[config.mk]
export PLATFORM = sky130hd
export DESIGN_NAME = hsv_to_rgb_pixel
export DESIGN_NICKNAME = d
export VERILOG_FILES = /design/src/rtl/hsv2rgb_pkg.sv /design/src/rtl/hsv2rgb_level.sv /design/src/rtl/hsv_to_rgb_pixel.sv
export SDC_FILE = /design/constraint.sdc
export NUM_CORES = 1
export LEC_CHECK = 0
export BUFFER_PORTS_ARGS = -buffer_cell sky130_fd_sc_hd__buf_2
export CELL_PAD_IN_SITES_DETAIL_PLACEMENT = 1
export CELL_PAD_IN_SITES_GLOBAL_PLACEMENT = 1
export CORE_ASPECT_RATIO = 0.7
export CORE_UTILIZATION = 30
export CTS_CLUSTER_SIZE = 40
export DETAILED_ROUTE_END_ITERATION = 12
export PLACE_DENSITY = 0.61
export SYNTH_ARGS = -nofsm -noshare
export SYNTH_HDL_FRONTEND = slang
export SYNTH_SLANG_ARGS = --single-unit
[constraint.sdc]
create_clock -name clock -period 8.7 [get_ports clock]
set_input_delay 1.305 -clock clock [delete_from_list [all_inputs] [get_ports clock]]
set_output_delay 1.305 -clock clock [all_outputs]
set_load 0.01 [all_outputs]
[src/rtl/hsv2rgb_pkg.sv]
`default_nettype none

package hsv2rgb_pkg;

   // strip length, indices at or above this are flagged out of range
   localparam int unsigned PIXEL_COUNT = 144;
   localparam int unsigned INDEX_W     = 10;

   // hue in 1/64 degree: one sextant is 60 degrees, full circle 360 degrees
   localparam int unsigned HUE_W       = 15;
   localparam int unsigned HUE_SEXTANT = 3840;
   localparam int unsigned HUE_FULL    = 23040;
   localparam int unsigned HUE_REM_W   = 12;

   // 1.8 fractions and their 16-fraction-bit products
   localparam int unsigned FRAC_W      = 9;
   localparam int unsigned PROD_W      = 2 * FRAC_W;
   // signed sum of a channel term and m
   localparam int unsigned SUM_W       = PROD_W + 2;
   localparam int unsigned LEVEL_W     = 8;
   localparam int unsigned BRIGHT_W    = 5;

   // ramp slope F = floor(e * 65536 / 3840) = 17e + floor(e / 15)
   // floor(e / 15) = (e * DIV15_MUL) >> DIV15_SHIFT, exact for e below 4681
   localparam int unsigned DIV15_MUL   = 4370;
   localparam int unsigned DIV15_SHIFT = 16;
   localparam int unsigned SLOPE_W     = 17;

   // channel scale: floor(sum * 255 / 65536)
   localparam int unsigned LEVEL_MAX   = 255;

   // hue sextants in order around the circle
   typedef enum logic [2:0] {
      SEXT_RED_YELLOW,
      SEXT_YELLOW_GREEN,
      SEXT_GREEN_CYAN,
      SEXT_CYAN_BLUE,
      SEXT_BLUE_MAGENTA,
      SEXT_MAGENTA_RED
   } sextant_type;

endpackage

`default_nettype wire

[src/rtl/hsv2rgb_level.sv]
`default_nettype none

module hsv2rgb_level
   import hsv2rgb_pkg::*;
(
   input  wire logic signed [SUM_W-1:0]   sum,
   output logic             [LEVEL_W-1:0] level
);

   localparam int unsigned SCALED_W = SUM_W + 8;

   logic signed [SCALED_W-1:0] scaled;
   logic        [SCALED_W-DIV15_SHIFT-1:0] whole;

   // sum * 255 as a shift and subtract
   assign scaled = {sum, 8'b0} - SCALED_W'(sum);
   assign whole  = scaled[SCALED_W-1:DIV15_SHIFT];

   // negative or zero gives black, above full scale clamps
   always_comb begin
      if (sum <= 0) begin
         level = '0;
      end else if (whole > (SCALED_W-DIV15_SHIFT)'(LEVEL_MAX)) begin
         level = LEVEL_W'(LEVEL_MAX);
      end else begin
         level = whole[LEVEL_W-1:0];
      end
   end

endmodule

`default_nettype wire

[src/rtl/hsv_to_rgb_pixel.sv]
`default_nettype none

// channel  | direction | handshake              | payload
// req      | in        | req_tvalid/req_tready  | tdata: index, hue, sat, value, brightness
// rsp      | out       | rsp_tvalid/rsp_tready  | tdata: index, r, g, b, brightness
//          |           |                        | tuser: in_range
//
// four register stages: chroma and hue ramp position, ramp slope and m,
// x = chroma * slope, channel levels into the output register
// one pixel per clock while rsp_tready stays high; a req transfer is registered through stages 1 to 4 before rsp valid
// reset clears only the stage valid bits
// each stage holds while the next one is full and stalled, bubbles close up

module hsv_to_rgb_pixel
   import hsv2rgb_pkg::*;
(
   input  wire logic        clock,
   input  wire logic        reset,

   input  wire logic        req_tvalid,
   output logic             req_tready,
   // pixel_index[9:0], hue[24:10], saturation[33:25], value_level[42:34],
   // brightness[47:43]
   input  wire logic [47:0] req_tdata,

   output logic             rsp_tvalid,
   input  wire logic        rsp_tready,
   // out_index[9:0], red[17:10], green[25:18], blue[33:26],
   // out_brightness[38:34], zero[39]
   output logic [39:0]      rsp_tdata,
   // in_range[0]
   output logic [0:0]       rsp_tuser
);

   // input fields
   logic [INDEX_W-1:0]  req_index;
   logic [HUE_W-1:0]    req_hue;
   logic [FRAC_W-1:0]   req_sat;
   logic [FRAC_W-1:0]   req_val;
   logic [BRIGHT_W-1:0] req_bright;

   assign req_index  = req_tdata[9:0];
   assign req_hue    = req_tdata[24:10];
   assign req_sat    = req_tdata[33:25];
   assign req_val    = req_tdata[42:34];
   assign req_bright = req_tdata[47:43];

   // stage valid bits and advance enables
   logic s1_vld_ff, s2_vld_ff, s3_vld_ff, s4_vld_ff;
   logic s1_go, s2_go, s3_go, s4_go;

   assign s4_go      = !s4_vld_ff || rsp_tready;
   assign s3_go      = !s3_vld_ff || s4_go;
   assign s2_go      = !s2_vld_ff || s3_go;
   assign s1_go      = !s1_vld_ff || s2_go;
   assign req_tready = s1_go;

   always_ff @(posedge clock) begin
      if (reset) begin
         s1_vld_ff <= 1'b0;
         s2_vld_ff <= 1'b0;
         s3_vld_ff <= 1'b0;
         s4_vld_ff <= 1'b0;
      end else begin
         if (s1_go) s1_vld_ff <= req_tvalid;
         if (s2_go) s2_vld_ff <= s1_vld_ff;
         if (s3_go) s3_vld_ff <= s2_vld_ff;
         if (s4_go) s4_vld_ff <= s3_vld_ff;
      end
   end

   // pass-through fields: index, brightness and in_range travel down all stages, black and sextant down to stage 3
   logic [INDEX_W-1:0]  s1_index_ff, s2_index_ff, s3_index_ff, s4_index_ff;
   logic [BRIGHT_W-1:0] s1_bright_ff, s2_bright_ff, s3_bright_ff, s4_bright_ff;
   logic                s1_ok_ff, s2_ok_ff, s3_ok_ff, s4_ok_ff;
   logic                s1_black_ff, s2_black_ff, s3_black_ff;
   sextant_type         s1_sext_ff, s2_sext_ff, s3_sext_ff;

   // stage 1: chroma, sextant and position on the ramp
   logic                 s1_ok_in, s1_black_in;
   sextant_type          s1_sext_in;
   logic [HUE_W-1:0]     s1_base;
   logic [HUE_W-1:0]     s1_rem_full;
   logic [HUE_REM_W-1:0] s1_rem;
   logic [HUE_REM_W-1:0] s1_ramp_in, s1_ramp_ff;
   logic [PROD_W-1:0]    s1_chroma_in, s1_chroma_ff;
   logic [FRAC_W-1:0]    s1_val_ff;

   always_comb begin
      s1_ok_in    = {1'b0, req_index} < (INDEX_W+1)'(PIXEL_COUNT);
      s1_black_in = !s1_ok_in || (req_hue >= HUE_W'(HUE_FULL));

      if (req_hue < HUE_W'(HUE_SEXTANT)) begin
         s1_sext_in = SEXT_RED_YELLOW;
      end else if (req_hue < HUE_W'(2 * HUE_SEXTANT)) begin
         s1_sext_in = SEXT_YELLOW_GREEN;
      end else if (req_hue < HUE_W'(3 * HUE_SEXTANT)) begin
         s1_sext_in = SEXT_GREEN_CYAN;
      end else if (req_hue < HUE_W'(4 * HUE_SEXTANT)) begin
         s1_sext_in = SEXT_CYAN_BLUE;
      end else if (req_hue < HUE_W'(5 * HUE_SEXTANT)) begin
         s1_sext_in = SEXT_BLUE_MAGENTA;
      end else begin
         s1_sext_in = SEXT_MAGENTA_RED;
      end

      s1_base     = HUE_W'(32'(s1_sext_in) * HUE_SEXTANT);
      s1_rem_full = req_hue - s1_base;
      s1_rem      = s1_rem_full[HUE_REM_W-1:0];

      // rising ramp in even sextants, falling in odd ones
      if (s1_sext_in[0]) begin
         s1_ramp_in = HUE_REM_W'(HUE_SEXTANT) - s1_rem;
      end else begin
         s1_ramp_in = s1_rem;
      end

      s1_chroma_in = PROD_W'(req_val) * PROD_W'(req_sat);
   end

   always_ff @(posedge clock) begin
      if (s1_go) begin
         s1_index_ff  <= req_index;
         s1_bright_ff <= req_bright;
         s1_ok_ff     <= s1_ok_in;
         s1_black_ff  <= s1_black_in;
         s1_sext_ff   <= s1_sext_in;
         s1_ramp_ff   <= s1_ramp_in;
         s1_chroma_ff <= s1_chroma_in;
         s1_val_ff    <= req_val;
      end
   end

   // stage 2: ramp slope F and offset m = v - c
   localparam int unsigned Q_PROD_W = HUE_REM_W + 13;

   logic [Q_PROD_W-1:0]     s2_q_prod;
   logic [SLOPE_W-1:0]      s2_slope_in, s2_slope_ff;
   logic signed [SUM_W-1:0] s2_offset_in, s2_offset_ff;
   logic [PROD_W-1:0]       s2_chroma_ff;

   always_comb begin
      s2_q_prod    = Q_PROD_W'(s1_ramp_ff) * Q_PROD_W'(DIV15_MUL);
      s2_slope_in  = SLOPE_W'({s1_ramp_ff, 4'b0}) + SLOPE_W'(s1_ramp_ff)
                   + SLOPE_W'(s2_q_prod[Q_PROD_W-1:DIV15_SHIFT]);
      s2_offset_in = $signed(SUM_W'({s1_val_ff, 8'b0})) - $signed(SUM_W'(s1_chroma_ff));
   end

   always_ff @(posedge clock) begin
      if (s2_go) begin
         s2_index_ff  <= s1_index_ff;
         s2_bright_ff <= s1_bright_ff;
         s2_ok_ff     <= s1_ok_ff;
         s2_black_ff  <= s1_black_ff;
         s2_sext_ff   <= s1_sext_ff;
         s2_slope_ff  <= s2_slope_in;
         s2_offset_ff <= s2_offset_in;
         s2_chroma_ff <= s1_chroma_ff;
      end
   end

   // stage 3: x = c * F with 16 fraction bits dropped
   localparam int unsigned X_PROD_W = PROD_W + SLOPE_W;

   logic [X_PROD_W-1:0]     s3_x_prod;
   logic [PROD_W-1:0]       s3_x_in, s3_x_ff;
   logic [PROD_W-1:0]       s3_chroma_ff;
   logic signed [SUM_W-1:0] s3_offset_ff;

   assign s3_x_prod = X_PROD_W'(s2_chroma_ff) * X_PROD_W'(s2_slope_ff);
   assign s3_x_in   = s3_x_prod[PROD_W+DIV15_SHIFT-1:DIV15_SHIFT];

   always_ff @(posedge clock) begin
      if (s3_go) begin
         s3_index_ff  <= s2_index_ff;
         s3_bright_ff <= s2_bright_ff;
         s3_ok_ff     <= s2_ok_ff;
         s3_black_ff  <= s2_black_ff;
         s3_sext_ff   <= s2_sext_ff;
         s3_x_ff      <= s3_x_in;
         s3_chroma_ff <= s2_chroma_ff;
         s3_offset_ff <= s2_offset_ff;
      end
   end

   // stage 4: sextant mapping, add m, scale and clamp into the output register
   logic [PROD_W-1:0]       s4_red_p, s4_green_p, s4_blue_p;
   logic signed [SUM_W-1:0] s4_red_sum, s4_green_sum, s4_blue_sum;
   logic [LEVEL_W-1:0]      s4_red_lvl, s4_green_lvl, s4_blue_lvl;
   logic [LEVEL_W-1:0]      s4_red_ff, s4_green_ff, s4_blue_ff;

   always_comb begin
      case (s3_sext_ff)
         SEXT_RED_YELLOW: begin
            s4_red_p = s3_chroma_ff; s4_green_p = s3_x_ff;      s4_blue_p = '0;
         end
         SEXT_YELLOW_GREEN: begin
            s4_red_p = s3_x_ff;      s4_green_p = s3_chroma_ff; s4_blue_p = '0;
         end
         SEXT_GREEN_CYAN: begin
            s4_red_p = '0;           s4_green_p = s3_chroma_ff; s4_blue_p = s3_x_ff;
         end
         SEXT_CYAN_BLUE: begin
            s4_red_p = '0;           s4_green_p = s3_x_ff;      s4_blue_p = s3_chroma_ff;
         end
         SEXT_BLUE_MAGENTA: begin
            s4_red_p = s3_x_ff;      s4_green_p = '0;           s4_blue_p = s3_chroma_ff;
         end
         default: begin
            s4_red_p = s3_chroma_ff; s4_green_p = '0;           s4_blue_p = s3_x_ff;
         end
      endcase

      s4_red_sum   = $signed(SUM_W'(s4_red_p))   + s3_offset_ff;
      s4_green_sum = $signed(SUM_W'(s4_green_p)) + s3_offset_ff;
      s4_blue_sum  = $signed(SUM_W'(s4_blue_p))  + s3_offset_ff;
   end

   hsv2rgb_level u_red_level   (.sum(s4_red_sum),   .level(s4_red_lvl));
   hsv2rgb_level u_green_level (.sum(s4_green_sum), .level(s4_green_lvl));
   hsv2rgb_level u_blue_level  (.sum(s4_blue_sum),  .level(s4_blue_lvl));

   always_ff @(posedge clock) begin
      if (s4_go) begin
         s4_index_ff  <= s3_index_ff;
         s4_bright_ff <= s3_bright_ff;
         s4_ok_ff     <= s3_ok_ff;
         s4_red_ff    <= s3_black_ff ? '0 : s4_red_lvl;
         s4_green_ff  <= s3_black_ff ? '0 : s4_green_lvl;
         s4_blue_ff   <= s3_black_ff ? '0 : s4_blue_lvl;
      end
   end

   // result transfer
   assign rsp_tvalid = s4_vld_ff;
   assign rsp_tdata  = {1'b0, s4_bright_ff, s4_blue_ff, s4_green_ff, s4_red_ff, s4_index_ff};
   assign rsp_tuser  = s4_ok_ff;

endmodule

`default_nettype wire

==> results of run 1 <==
## path summary, 6_finish.rpt
check | from | end | slack (ns) | depth (start not counted)
worst max-delay path | s3_sext_ff[2] | s4_red_ff[1] | 1.21 | 24
worst min-delay path | s2_offset_ff[9] | s3_offset_ff[9] | 0.41 | 0
worst max register to register | s3_sext_ff[2] | s4_red_ff[1] | 1.21 | 24
worst min register to register | s2_offset_ff[9] | s3_offset_ff[9] | 0.41 | 0
## per-layer routing
layer	share of wire	wire length [um]	track usage	up-vias
met3	0.041	3294	0.02085	65
met4	0.012	963	0.01997	0
met5	0	0	0	-
met2	0.40	32040	0.2368	336
li1	-	-	-	9800
met1	0.55	43880	0.2699	10373
## kinds of logic (layout without fill, tap and decap cells)
logic type / after synthesis / after routing / synth area share
AOI/OAI and AO/OA: 496 / 496 / 0.1186
xor gates and xnor gates: 150 / 150 / 0.04645
adders and majority gates: 645 / 645 / 0.3644
buffers and inverters: 551 / 630 / 0.07320
DFF: 250 / 250 / 0.2625
muxes: 5 / 5 / 0.001848
other: 1 / 1 / 0.0001318
and+or+nand+nor: 810 / 810 / 0.1328
## layout by cell type (no fill, tap or decap), types with 7 or more instances in the layout
| master | n |
|---|---|
| o211ai_1 | 15 |
| fa_1 | 306 |
| nor2_1 | 98 |
| clkbuf_16 | 27 |
| nand2_1 | 403 |
| and3_1 | 11 |
| nor4_1 | 13 |
| ha_1 | 338 |
| a21oi_1 | 137 |
| nor2b_1 | 21 |
| or3_1 | 16 |
| o31ai_1 | 8 |
| nand2b_1 | 18 |
| inv_1 | 461 |
| a21o_1 | 65 |
| a211o_1 | 7 |
| and2_1 | 129 |
| xnor2_1 | 101 |
| edfxtp_1 | 246 |
| nand3_1 | 27 |
| o21ai_0 | 77 |
| buf_2 | 93 |
| o21bai_1 | 17 |
| xor2_1 | 48 |
| nor3_1 | 36 |
| a31oi_1 | 16 |
| a211oi_1 | 10 |
| a22o_1 | 19 |
| buf_4 | 22 |
| o21a_1 | 50 |
| nand4_1 | 9 |
## worst max-delay path, delay by kind of cell (launching register included)
family	cells	cell delay [ns]
fa+ha+maj	2	0.60
xor+xnor	3	0.58
compound gates	14	3.54
simple gates	4	1.55
buf+inv	1	0.08
flops	1	0.82
## cell type report
type / instances / share of cell area
repair buffers: 115 / 0.02014
clock buffers: 29 / 0.02245
well taps: 1248 / 0.04986
flip-flops and latches: 250 / 0.2384
multi-input cells: 2107 / 0.6038
inverters: 465 / 0.05573
clock inverters: 21 / 0.009549
## registers in the layout, summed over array words and instances, names as in the netlist, 3 cells and up
name and flops:
s4_blue_ff 8, s1_chroma_ff 18, s2_offset_ff 19, s2_slope_ff 17
s1_val_ff 9, s4_red_ff 8, s3_index_ff 10, s1_index_ff 10
s1_sext_ff 3, s1_ramp_ff 12, s2_bright_ff 5, s4_green_ff 8
s1_bright_ff 5, s2_chroma_ff 17, s3_offset_ff 18, s3_x_ff 18
s2_index_ff 10, s2_sext_ff 3, s4_bright_ff 5, s3_sext_ff 3
s4_index_ff 10, s3_chroma_ff 18, s3_bright_ff 5
## through the flow
step / hold WS [ns] / setup slack (ns) / cell area, um^2
after floorplan: 0.4003 / 2.087 / 28440
after global placement: 0.4004 / 1.348 / 30320
after detailed placement: 0.4056 / 1.252 / 30320
after CTS: 0.4084 / 1.222 / 31320
after global routing: 0.4191 / 0.5893 / 31320
final: 0.4106 / 1.214 / 31320
==> run metrics, run 1 <==
Non-Filler Instances 4235; Post-CTS Setup Bufs 0; via count 20574; Hold Crit Class reg -> reg; #FFs+latches synth 250; post-synth top area share 0.2597; initial antenna violation count 1; mean number of vias per cell 4.858; top cells by area, synth edfxtp_1 (26%), fa_1 (22%), ha_1 (15%); Mean Syn Cell Area 9.781 um^2; critical path arrival 7.78 ns; outcome completed; Mapped Area 28440 um^2; cell count after synthesis 2908; largest net degree at the start of global routing 75; initial DRC count 1516; clock sinks 250; YS warnings 0; WS Path Type reg -> reg; Finish-stage setup viols 0; post-route clock period utilization 0.8604; die width 370.0 um; cells along the critical path xnor2_1, nor2_1, a22o_1, ha_1, a21o_1, a211o_1, a21oi_1, o21bai_1, a2111oi_0, nor3_1, xor2_1, inv_1, ha_1, a21o_1, a21o_1, a21oi_1, o21ai_0, or3_1, o211a_1, o21ai_0, nor2b_1, xnor2_1, a311oi_2, a21oi_1; area grow syn2layout 10.11%; worst-path maximum fanout 22; Gates resized, CTS repair 0; ys async rst share 0; crit end category flop; CP max-delay cell nor2_1; Layout Nets 3662; final core utilization 0.3333; Post-Place Cells 4185; slew margin rel. 0.2391; Worst-path clk slew 0.08 ns; DR WL/cell 18.93 um; post-synth cell types 88; GPL Wtd Cong 0.8507; startpoint types flop; Root Buffer Master clkbuf_16; Final Hold Vio Count 0; Die Y-Extent 259.6 um; 1st-pass router iterations 5; # rows 94; dpl hpwl 65.08 mm; Remaining DRCs 0; share of cells above drive strength 1 0.06629; Setup TNS 0 ns; CTS Buf Count 27; max cap viols 0; final count of pins violating max slew 0; full die area 96060 um^2; most common flop cell mapped by yosys edfxtp_1; htree depth 1; Clock Skews 0.03018 ns; antenna violation net count after detailed routing 0; number of flops mapped to enable cells by yosys 246; CTS Hold Bufs 0; Slew @ Worst Pin 1.141 ns; first-pass GRT wire length 125.7 mm; Critical Path Max Stage Delay 0.85 ns; CP required 8.99 ns; min Tclk post-route 7.486 ns; core area 93970 um^2; CTS tree done; RSZ-0062 raised after global routing no; I/O Pins 95; routed wire length 80.18 mm; flip-flop and latch area 7467 um^2; total track usage 0.1666; sequential-to-total area share from yosys stat 0.2625; diodes inserted 0; vias in the first global route 21082; FMAX 0.1336 GHz; Starting Density 0.3027; PortBufs 93; Synth Net Count 3604; fillers 10790; cell taking the most area after synthesis edfxtp_1; Multi-input gate area 18910 um^2; most common cell in the netlist inv_1; Max clock buf depth 3; Worst-Skew Late Latency 0.60 ns; total grt overflow 0; top cells by count, synth inv_1 (463), nand2_1 (405), ha_1 (338)
Power of run 1 is left out: the tool's default activity adds up to more than one toggle a clock period on the data nets, which glitch-free logic cannot reach.
==> run 2, diff against run 1 <==
CORE_ASPECT_RATIO = default   (was 0.7)
SKIP_LAST_GASP = 1   (was default)
==> run 2 against run 1 <==
Die area hardly changed. Clock skew is 0.0041 ns lower. Global-route usage is 0.57 points lower. Critical path type unchanged.
==> run metrics, run 2 (synthesis results as in run 1) <==
PortBufs 93; fillers 10897; mean number of vias per cell 4.808; largest net degree at the start of global routing 75; WS Path Type reg -> reg; max FFs per register 19; CTS Buf Count 29; diodes inserted 0; Largest Register s2_offset_ff; most common cell after layout, fill and taps aside inv_1; critical path arrival 7.68 ns; slew margin rel. 0.2618; initial DRC count 963; CTS Hold Bufs 0; total track usage 0.1609; area grow syn2layout 9.608%; Layout Nets 3662; total grt overflow 0; commonest non-fill, non-tap cells in the layout inv_1 (461), nand2_1 (403), ha_1 (338); routed wire length 76.04 mm; I/O Pins 95; final count of pins violating max slew 0; Max clock buf depth 3; die width 309.9 um; full die area 96040 um^2; Non-Filler Instances 4240; FMAX 0.1363 GHz; RSZ-0062 raised after global routing no; Starting Density 0.3038; worst path buffer plus inverter count 3; Clock Skews 0.02604 ns; Post-Place Cells 4189; post-route clock period utilization 0.8433; cells along the critical path nand2_1, fa_1, inv_1, fa_1, fa_1, fa_1, inv_1, fa_1, inv_1, fa_1, ha_1, o21a_1, o21a_1, and4_1, a211o_1, o21ai_0, a311oi_1, a211oi_1, o21bai_1, a21o_1, a21oi_1, xnor2_1; Post-CTS Setup Bufs 0; first-pass GRT wire length 121.7 mm; Worst-Skew Late Latency 0.60 ns; Finish-stage setup viols 0; crit end category flop; 1st-pass router iterations 4; CP delay by family, top adder cells; core area 93610 um^2; worst-path maximum fanout 18; via count 20384; Root Buffer Master clkbuf_16; outcome completed; Setup TNS 0 ns; min Tclk post-route 7.337 ns; CP required 9.04 ns; Critical Path Max Stage Delay 0.85 ns; CP max-delay cell edfxtp_1; Slew @ Worst Pin 1.107 ns; Final Hold Vio Count 0; clock sinks 250; Worst-path clk slew 0.06 ns; initial antenna violation count 3; max cap viols 0; Multi-input gate area 18910 um^2; antenna violation net count after detailed routing 0; Die Y-Extent 309.9 um; Most Frequent Cell on Critical Path fa_1; # rows 112; Gates resized, CTS repair 0; DR WL/cell 17.93 um; dpl hpwl 61.92 mm; CTS tree done; flip-flop and latch area 7467 um^2; startpoint types flop; Hold Crit Class reg -> reg; vias in the first global route 21909; htree depth 1; GPL Wtd Cong 0.8124; share of cells above drive strength 1 0.06263; Remaining DRCs 0
-- run 2: area by class of cell --
cell class                 instances  area share
multi-input combinational       2107      0.6066
sequential                       250      0.2395
inverter                         465     0.05599
tap                             1254     0.05033
clock buffer                      35     0.02400
timing repair buffer             113     0.01975
clock inverter                    16    0.003813
-- run 2: path summary, 6_finish.rpt --
check	startpoint	endpoint	slack, ns	cells after the start
min	s3_bright_ff[4]	s4_bright_ff[4]	0.41	0
min reg2reg	s3_bright_ff[4]	s4_bright_ff[4]	0.41	0
max	s2_chroma_ff[7]	s3_x_ff[17]	1.36	22
max reg2reg	s2_chroma_ff[7]	s3_x_ff[17]	1.36	22
-- run 2: layer usage --
metal / global-route usage / vias to the layer above / wire length, um
met5: 0 / - / 0
met4: 0.02933 / 0 / 1361
met3: 0.01355 / 78 / 2204
met2: 0.2689 / 262 / 35450
met1: 0.2280 / 10261 / 37030
li1: - / 9783 / -
-- run 2: worst reg2reg max path: stages (launching register included) --
cell,delay [ns]
edfxtp_1,0.85
nand2_1,0.18
fa_1,0.55
inv_1,0.06
fa_1,0.57
fa_1,0.44
fa_1,0.49
inv_1,0.06
fa_1,0.52
inv_1,0.06
fa_1,0.48
ha_1,0.30
o21a_1,0.11
o21a_1,0.19
and4_1,0.20
a211o_1,0.38
o21ai_0,0.33
a311oi_1,0.26
a211oi_1,0.40
o21bai_1,0.15
a21o_1,0.22
a21oi_1,0.19
xnor2_1,0.08
-- run 2: per-stage QoR --
step	util	instance area (um^2)	hold WS [ns]	setup WS, ns
after global routing	0.3330	31170	0.4157	1.013
after CTS	0.3330	31170	0.4132	1.348
after detailed placement	0.3238	30310	0.4056	1.342
after floorplan	-	28440	0.4003	2.087
after global placement	0.3238	30310	0.4005	1.452
final	0.3330	31170	0.4132	1.363
Power of run 2 is left out for the same reason.
